**src/rtl/swap_victim_selector_assert.svh**
```systemverilog
// Assertion macros for the swap victim selector.
// Used by the top level only; defining SYNTH turns every macro into nothing.
`ifndef SWAP_VICTIM_SELECTOR_ASSERT_SVH
`define SWAP_VICTIM_SELECTOR_ASSERT_SVH

`ifndef SYNTH
// Same-cycle implication.
`define SVS_ASSERT_NOW(lbl, clk_s, rst_s, a, b) \
  lbl: assert property (@(posedge clk_s) disable iff (rst_s) (a) |-> (b)) \
    else $error("svs assertion failed");
// Next-cycle implication.
`define SVS_ASSERT_NEXT(lbl, clk_s, rst_s, a, b) \
  lbl: assert property (@(posedge clk_s) disable iff (rst_s) (a) |=> (b)) \
    else $error("svs assertion failed");
`else
`define SVS_ASSERT_NOW(lbl, clk_s, rst_s, a, b)
`define SVS_ASSERT_NEXT(lbl, clk_s, rst_s, a, b)
`endif

`endif

```
**src/rtl/svs_pkg.sv**
```systemverilog
// Shared types and constants of the swap victim selector.
// No dependencies; used by svs_ctrl, svs_datapath and swap_victim_selector.
package svs_pkg;

  localparam int SLOTS     = 128;
  localparam int IDX_W     = $clog2(SLOTS);
  localparam int CNT_W     = 7;
  localparam int USED_W    = 40;
  localparam int MB_W      = 20;
  localparam int TIME_W    = 64;
  localparam int PRIO_W    = 8;
  localparam int TOT_W     = 47;
  localparam int THR_W     = 17;
  localparam int FRAC_W    = 16;
  localparam int PROD_W    = THR_W + USED_W;
  localparam int CMP_W     = TOT_W + FRAC_W;
  localparam int MIB_SHIFT = 20;   // 1 MiB = 1024 * 1024 bytes
  localparam int CFG_IDX_W = 1;
  localparam int CFG_W     = 40;
  localparam logic [THR_W-1:0] THR_RESET = THR_W'(65536);

  localparam logic [CFG_IDX_W-1:0] CFG_THRESHOLD = 1'b0;
  localparam logic [CFG_IDX_W-1:0] CFG_MEM_TOTAL = 1'b1;

  localparam logic OP_WRITE  = 1'b0;
  localparam logic OP_SELECT = 1'b1;

  typedef enum logic [2:0] {
    ST_IDLE, ST_WR_READ, ST_WR_UPDATE, ST_P1_SCAN, ST_P1_DRAIN,
    ST_P2_SCAN, ST_P2_DRAIN, ST_RESULT
  } state_t;

  typedef struct packed {
    logic load;
    logic wr_read;
    logic wr_commit;
    logic p1_issue;
    logic p2_issue;
    logic cnt_clr;
    logic emit;
  } cmd_t;

  typedef struct packed {
    logic scan_last;
  } sts_t;

  typedef struct packed {
    logic [USED_W-1:0] used;
    logic [MB_W-1:0]   req;
    logic [MB_W-1:0]   lim;
    logic              swapped;
    logic [TIME_W-1:0] run_time;
    logic [PRIO_W-1:0] prio;
  } entry_t;

endpackage

```
**src/rtl/svs_ctrl.sv**
```systemverilog
// Sequencer of the swap victim selector: write and two-pass select flows.
// Depends on svs_pkg.
module svs_ctrl (
  input  logic          clk,
  input  logic          rst,
  input  logic          start,
  input  logic          opcode,
  input  svs_pkg::sts_t sts,
  output svs_pkg::cmd_t cmd,
  output logic          busy
);

  svs_pkg::state_t state, state_next;

  always_ff @(posedge clk) begin
    if (rst) state <= svs_pkg::ST_IDLE;
    else     state <= state_next;
  end

  always_comb begin
    state_next = state;
    cmd        = '0;
    unique case (state)
      svs_pkg::ST_IDLE: begin
        if (start) begin
          cmd.load   = 1'b1;
          state_next = (opcode == svs_pkg::OP_WRITE) ? svs_pkg::ST_WR_READ
                                                     : svs_pkg::ST_P1_SCAN;
        end
      end
      svs_pkg::ST_WR_READ: begin
        cmd.wr_read = 1'b1;
        state_next  = svs_pkg::ST_WR_UPDATE;
      end
      svs_pkg::ST_WR_UPDATE: begin
        cmd.wr_commit = 1'b1;
        state_next    = svs_pkg::ST_RESULT;
      end
      svs_pkg::ST_P1_SCAN: begin
        cmd.p1_issue = 1'b1;
        if (sts.scan_last) state_next = svs_pkg::ST_P1_DRAIN;
      end
      svs_pkg::ST_P1_DRAIN: begin
        cmd.cnt_clr = 1'b1;
        state_next  = svs_pkg::ST_P2_SCAN;
      end
      svs_pkg::ST_P2_SCAN: begin
        cmd.p2_issue = 1'b1;
        if (sts.scan_last) state_next = svs_pkg::ST_P2_DRAIN;
      end
      svs_pkg::ST_P2_DRAIN: state_next = svs_pkg::ST_RESULT;
      svs_pkg::ST_RESULT: begin
        cmd.emit   = 1'b1;
        state_next = svs_pkg::ST_IDLE;
      end
      default: state_next = svs_pkg::ST_IDLE;
    endcase
  end

  assign busy = (state != svs_pkg::ST_IDLE);

endmodule

```
**config.mk**
```make
export PLATFORM = sky130hd
export DESIGN_NAME = svs_ctrl
export DESIGN_NICKNAME = d
export VERILOG_FILES = /design/src/rtl/swap_victim_selector_assert.svh /design/src/rtl/svs_pkg.sv /design/src/rtl/svs_ctrl.sv
export SDC_FILE = /design/constraint.sdc
export NUM_CORES = 1
export LEC_CHECK = 0
export BUFFER_PORTS_ARGS = -buffer_cell sky130_fd_sc_hd__buf_2
export CAP_MARGIN = 20
export CORE_AREA = 4 4 41 43
export CTS_BUF_LIST = sky130_fd_sc_hd__clkbuf_16
export CTS_CLUSTER_SIZE = 16
export DETAILED_ROUTE_END_ITERATION = 10
export DIE_AREA = 0 0 45 47
export GPL_TIMING_DRIVEN = 0
export PLACE_DENSITY = 0.55
export SLEW_MARGIN = 20
export SYNTH_ARGS = -nofsm -noshare
export SYNTH_HDL_FRONTEND = slang
export SYNTH_SLANG_ARGS = --single-unit
```
**constraint.sdc**
```tcl
create_clock -name clk -period 2.09 [get_ports clk]
set_input_delay 0.627 -clock clk [delete_from_list [all_inputs] [get_ports clk]]
set_output_delay 0.627 -clock clk [all_outputs]
set_load 0.1 [all_outputs]
```
==> flow_summary.toml, run 1 <==
[run_status]
outcome = "finished, final reports clean"

[critical_path]
reg2reg_to = "state[1]"
required_ns = 1.46
worst-path-max-fanout = 5
crit_arrival_ns = 1.43
endpoint_kind = "output port"
worst-setup-path-type = "flop to output port"
reg2reg_slack_ns = 0.46
rr_startpoint = "state[0]"
setup.worst_path.start_class = "flop"
r2r_cells = 6

[die]
core_mm2 = 0.00130
die_area_mm2 = 0.00212
die_h_um = 47
start_util = 0.249
rows = 13
ioPinCount = 13
dieWidth_um = 45

[timing]
drv_slew = 0
relSlewSlack = 0.678
hold_viol = 0
setup_tns_ns = 0
layout_worst_path_cycle_share = 0.982
setup_ws_ns = 0.0374
setup_viol = 0
tightestPinTransition_ns = 0.487
period_minus_slack_ns = 2.05
timing.fmax_mhz = 487
rsz0062_at_grt = "no"
clock_skew_ns = 0.00303

[final_layout]
area_delta_synth_final_pct = 60.2
instances_no_fill = 68
final_nets = 64
final_layout_size_suffix_gt1_frac = 0.396
num_antenna_cells = 0
largest_reg_flops = 3
final_common_cell = "buf_4"
num-fill-cells = 144
layout_common_cells = "buf_4 (6), ha_1 (5), buf_2 (5)"
largestRegisters = "state (3)"
utilization = 0.399
top_register = "state"

[drt]
routed-via-count = 292
antenna_left = 0
first_iter_violations = 7
wl_per_cell_um = 10.5
vias_per_cell = 4.29
detail_route.wirelength_um = 714
drc = 0
firstDrtPassIters = 4

[placed_design]
port_buffers = 12
gp_congestion = 0.742
post-dp-hpwl_um = 555
dp.cells = 64
place_ws_ns = 0.116

[cts]
cts_hold_buf = 0
numCtsBuffers = 3
clock_latency_ns = 0.22
root_buffer = "clkbuf_16"
cts_tree = "done"
post-cts-setup-buffers = 0
cts_num_sinks = 3
ctsResizeCount = 7
htree_levels = 1
clkTransAtPathRegs_ns = 0.03
cts_buffer_depth = 2

[logic_synthesis]
avgSynthCellArea_um2 = 8.76
seq_area_frac_synth = 0.185
netlist_area_um2 = 324
ys_warn_count = 0
synthCells = 37
ys_types = 18
syn_nets = 47
ys_ff_latch = 3

[global_route]
grt_util_all_layers = 0.0718
grt_pass1_vias = 259
grt-ovfl-total = 0
grt_antenna_before_repair = 0
grt_pass1_wl_mm = 1.10
grt_max_degree = 11

[min_path]
holdPathEnd = "state[1]"
hold_class = "flop to flop"
hold_depth = 2
hold_path.startpoint = "state[1]"

[job]
cap_violations = 0
==> synth_stat cells (all sizes together) <==
cell,count,area [µm²]
a211oi,1,7.51
a21o,1,7.51
a21oi,3,15.0
a311oi,2,17.5
and2,3,21.3
and2b,3,22.5
buf,1,11.3
dfxtp,3,60.1
ha,5,62.6
inv,3,11.3
mux2i,1,10.0
nand2b,4,25.0
nor2,3,11.3
nor2b,1,6.26
nor3,1,5.00
nor4,1,21.3
o31a,1,8.76
==> worst max-delay path, stage by stage (launching register included) <==
cell,delay [ns]
dfxtp_1,0.40
ha_1,0.32
and2b_1,0.19
buf_4,0.29
==> through the flow <==
stage | hold slack [ns] | cell area (µm²)
floorplan | 0.529 | 339
global placement | 0.564 | 418
detailed placement | 0.576 | 418
CTS | 0.581 | 514
global route | 0.575 | 519
finish | 0.543 | 519
==> cell type report <==
type,instances,area [µm²],area share
clock inverter,1,3.75,0.00723
timing repair buffer,12,81.3,0.157
clock buffer,3,75.1,0.145
multi-input combinational,30,256,0.494
tap,15,18.8,0.0361
inverter,3,11.3,0.0217
sequential,3,61.3,0.118
buffer,1,11.3,0.0217
==> logic make-up (layout without fill, tap and decap cells) <==
logic type,count (synthesis),after routing,share of synthesized area
adders and majority gates,5,5,0.193
buffers and inverters,4,20,0.0695
muxes,1,1,0.0309
AOI/OAI and AO/OA,8,8,0.174
DFF,3,3,0.185
and+or+nand+nor,16,16,0.347
==> how the worst max path moves through the flow <==
stage / startpoint / end / cells after the start
floorplan: state[1] / cmd[2] / 3
global placement: state[1] / cmd[1] / 4
detailed placement: state[0] / cmd[1] / 4
CTS: state[1] / cmd[3] / 3
global route: state[0] / cmd[3] / 3
finish: state[0] / cmd[3] / 3
==> metal layers <==
metal / part of all wire / global-route usage / vias up
li1: - / - / 158
met1: 0.51 / 0.0952 / 123
met2: 0.38 / 0.0989 / 11
met3: 0.11 / 0.0421 / 0
met4: 0 / 0.0175 / 0
met5: 0 / 0 / -
Power of run 1 is left out: the tool's default activity adds up to more than one toggle a clock period on the data nets, which glitch-free logic cannot reach.
==> run 2: changes to the inputs <==
- PLACE_DENSITY: 0.55 -> unset
==> run 2 against run 1 <==
  * Critical path depth is the same
  * Maximum frequency grew 0.98%
  * Setup slack gained 0.020 ns
  * Sequential share of layout area shrank 0.17 points
  * Global-route usage grew 0.78 points
==> flow_summary.toml, run 2 (synthesized netlist as in run 1, its figures left out) <==
[timing]
setup_tns_ns = 0
layout_worst_path_cycle_share = 0.973
hold_viol = 0
whs_ns = 0.550
period_minus_slack_ns = 2.03
setup_ws_ns = 0.0572
drv_slew = 0
setup_viol = 0
relSlewSlack = 0.679
timing.fmax_mhz = 492
clock_skew_ns = 0.000752
tightestPinTransition_ns = 0.485

[final_layout]
layout_common_cells = "ha_1 (5), buf_2 (5), inv_1 (4), buf_6 (4), buf_4 (4)"
regArea_um2 = 61.3
final_layout_size_suffix_gt1_frac = 0.396
largestRegisters = "state (3)"
top_register = "state"
final_area_um2 = 527
area_delta_synth_final_pct = 62.5
largest_reg_flops = 3
num_antenna_cells = 0
final_nets = 64
num-fill-cells = 130
multiInputGateArea_um2 = 256

[die]
core_mm2 = 0.00130
dieWidth_um = 45
die_h_um = 47
start_util = 0.249
rows = 13
die_area_mm2 = 0.00212
ioPinCount = 13

[global_route]
grt_max_degree = 11
grt_pass1_wl_mm = 1.22
grt_util_all_layers = 0.0797
grt_pass1_vias = 284
grt-ovfl-total = 0
grt_antenna_before_repair = 0

[placed_design]
place_ws_ns = 0.109
post-dp-hpwl_um = 584
placed_area_um2 = 418
port_buffers = 12
gp_congestion = 0.657

[critical_path]
reg2reg_slack_ns = 0.46
worst-setup-path-type = "flop to output port"
worst-path-max-fanout = 5
endpoint_kind = "output port"
r2r_cells = 6
rr_startpoint = "state[0]"
setup.worst_path.start_class = "flop"
crit_arrival_ns = 1.41
required_ns = 1.46
reg2reg_to = "state[1]"

[cts]
cts_buffer_depth = 2
numCtsBuffers = 3
cts_num_sinks = 3
cts_tree = "done"
root_buffer = "clkbuf_16"
clkTransAtPathRegs_ns = 0.03
htree_levels = 1
clock_latency_ns = 0.22
post-cts-setup-buffers = 0

[job]
cap_violations = 0

[drt]
detail_route.wirelength_um = 747
antenna_left = 0
drc = 0
routed-via-count = 306
first_iter_violations = 1
vias_per_cell = 4.50
wl_per_cell_um = 11.0
firstDrtPassIters = 2

[run_status]
outcome = "finished, final reports clean"

[min_path]
hold_depth = 2
hold_path.startpoint = "state[1]"
holdPathEnd = "state[1]"
hold_class = "flop to flop"
[run 2: cell counts in the layout (fill, tap and decap cells not counted)]
Identical to the previous run, type by type.
[run 2: critical path, cell delays in order, from the launching register on]
cell,delay [ns]
dfxtp_1,0.39
ha_1,0.32
and2b_1,0.18
buf_4,0.29
[run 2: what timing repair did]
| action | CTS | global route |
|---|---|---|
| endpoints found under the setup margin | 7 | 7 |
| hold endpoints to repair | 0 | 0 |
| resized for setup | 7 | 4 |
| hold buffers | 0 | 0 |
[run 2: worst max-delay path by stage]
| stage | start | to | slack [ns] | cells past startpoint |
|---|---|---|---|---|
| 3_5_place_dp | state[0] | cmd[1] | 0.11 | 4 |
| 6_report | state[0] | cmd[3] | 0.06 | 3 |
| 2_1_floorplan | state[1] | cmd[2] | 0.02 | 3 |
| 5_1_grt | state[0] | busy | -0.001 | 4 |
| 4_1_cts | state[1] | cmd[1] | 0.003 | 4 |
| 3_3_place_gp | state[0] | cmd[1] | 0.14 | 4 |
[run 2: cell type report]
cell class | instances | area share
Clock inverter | 1 | 0.00713
Timing Repair Buffer | 12 | 0.169
Clock buffer | 3 | 0.143
Tap cell | 15 | 0.0356
Buffer | 1 | 0.0214
Multi-Input combinational cell | 30 | 0.487
Sequential cell | 3 | 0.116
Inverter | 3 | 0.0214
[run 2: through the flow]
step           utilization  instances
3_5_place_dp         0.321         64
4_1_cts              0.395         68
2_1_floorplan            -         37
3_3_place_gp         0.321         64
5_1_grt              0.405         68
6_report             0.405         68
[run 2: layer usage]
layer / part of all wire / wire length [µm] / track usage / vias up
met2: 0.46 / 344 / 0.133 / 10
met5: 0 / 0 / 0 / -
met4: 0 / 0 / 0.0175 / 0
li1: - / - / - / 160
met1: 0.45 / 337 / 0.0950 / 136
met3: 0.087 / 65 / 0.0345 / 0
Power of run 2 is left out for the same reason.
==> run 3: changes to the inputs <==
- ABC_AREA: unset -> 1
- SLEW_MARGIN: 20 -> 10
==> run 3 against run 2 <==
  * Register-to-register slack improved by 0.23 ns
  * Hold slack got worse by 0.024 ns
  * Final cell count increased by 32%
  * Global-route usage decreased by 0.24 points
  * Synthesized area increased by 2.3%
  * Critical path depth increased by 2
  * Design area increased by 0.95%
  * Via count increased by 15%
  * Synthesized cell count increased by 59%
==> flow_summary.toml, run 3 <==
[run_status]
outcome = "finished, final reports clean"

[timing]
setup_tns_ns = 0
clock_skew_ns = 0.00200
layout_worst_path_cycle_share = 0.946
tightestPinTransition_ns = 0.483
setup_viol = 0
drv_slew = 0
setup_ws_ns = 0.112
period_minus_slack_ns = 1.98
rsz0062_at_grt = "no"
hold_viol = 0
relSlewSlack = 0.680
timing.fmax_mhz = 506

[global_route]
grt_util_all_layers = 0.0772
grt_antenna_before_repair = 0
grt_pass1_vias = 307
grt_max_degree = 8
grt-ovfl-total = 0
grt_pass1_wl_mm = 1.17

[cts]
cts_tree = "done"
clock_latency_ns = 0.22
htree_levels = 1
cts_hold_buf = 0
cts_num_sinks = 3
cts_buffer_depth = 2
clkTransAtPathRegs_ns = 0.03
root_buffer = "clkbuf_16"
numCtsBuffers = 3

[critical_path]
rr_startpoint = "state[1]"
required_ns = 1.46
cp-endpoint = "cmd[4]"
reg2reg_to = "state[1]"
worst-path-max-fanout = 4
startpoint = "state[0]"
crit_arrival_ns = 1.35
worst-setup-path-type = "flop to output port"
endpoint_kind = "output port"
reg2reg_slack_ns = 0.69
r2r_cells = 8
setup.worst_path.start_class = "flop"

[die]
ioPinCount = 13
rows = 13
die_area_mm2 = 0.00212
dieWidth_um = 45
start_util = 0.255
core_mm2 = 0.00130
die_h_um = 47

[logic_synthesis]
synthTopCellsByCount = "inv_1 (15), nand2_1 (15), nor2_1 (11)"
synth_edf_count = 0
synthCells = 59
avgSynthCellArea_um2 = 5.62
ys_ff_latch = 3
ys_warn_count = 0
ys_async_sr_fraction = 0
ys_types = 11
seq_area_frac_synth = 0.181
netlist_area_um2 = 332
syn_nets = 69
yosysTopAreaCell = "ha_1"
synth_top_area_share = 0.189
synth-main-ff-cell = "dfxtp_1"
ys_top_cells_by_area = "ha_1 (19%), dfxtp_1 (18%), inv_1 (17%)"

[placed_design]
dp.cells = 86
port_buffers = 12
gp_congestion = 0.716
post-dp-hpwl_um = 613
placed_area_um2 = 425
place_ws_ns = 0.160

[final_layout]
regArea_um2 = 60.1
layout_common_cells = "inv_1 (16), nand2_1 (14), nor2_1 (8)"
top_register = "state"
multiInputGateArea_um2 = 229
largest_reg_flops = 3
area_delta_synth_final_pct = 60.4
num_antenna_cells = 0
final_layout_size_suffix_gt1_frac = 0.307
final_nets = 86
final_common_cell = "inv_1"
largestRegisters = "state (3)"
final_area_um2 = 532
num-fill-cells = 152
instances_no_fill = 90

[drt]
firstDrtPassIters = 3
drc = 0
wl_per_cell_um = 7.99
antenna_left = 0
detail_route.wirelength_um = 719
first_iter_violations = 3
vias_per_cell = 3.92
routed-via-count = 353

[min_path]
hold_class = "flop to flop"
hold_depth = 2

[job]
cap_violations = 0
-- run 3: routing by layer --
layer | global-route usage | share of wire
met1 | 0.0835 | 0.47
met2 | 0.130 | 0.47
met3 | 0.0230 | 0.054
met4 | 0.0526 | 0
met5 | 0 | 0
-- run 3: cell type report --
class                      instances  share of cell area
tap                               15              0.0353
clock buffer                       3               0.141
multi-input combinational         40               0.431
timing repair buffer              12               0.160
inverter                          16               0.113
sequential                         3               0.113
clock inverter                     1             0.00706
-- run 3: logic make-up (layout without fill, tap and decap cells) --
logic type,count (synthesis),after routing,share of synthesized area
simple gates,34,34,0.434
buf+inv,16,32,0.181
fa+ha+maj,5,5,0.189
flops,3,3,0.181
compound gates,1,1,0.0151
-- run 3: worst min-delay path by stage --
stage	from	end
3_3_place_gp	state[0]	state[0]
3_5_place_dp	state[0]	state[0]
5_1_grt	state[0]	state[0]
2_1_floorplan	state[0]	state[0]
4_1_cts	state[0]	state[0]
6_report	state[0]	state[0]
-- run 3: stage by stage --
stage                     utilization  hold slack (ns)
after floorplan                     -            0.498
after global placement          0.327            0.518
after detailed placement        0.327            0.524
after CTS                       0.395            0.535
after global routing            0.409            0.573
final                           0.409            0.526
-- run 3: critical path, stage by stage (launching register included) --
cell and delay, ns:
dfxtp_1 0.33, inv_1 0.13, ha_1 0.16, inv_1 0.04
nor2_2 0.06, buf_2 0.42
-- run 3: timing repair --
action	CTS	global route
resized for setup	4	6
setup endpoints to repair	4	6
gates cloned	0	0
setup buffers	0	0
pin swaps	0	0
Power of run 3 is left out for the same reason.
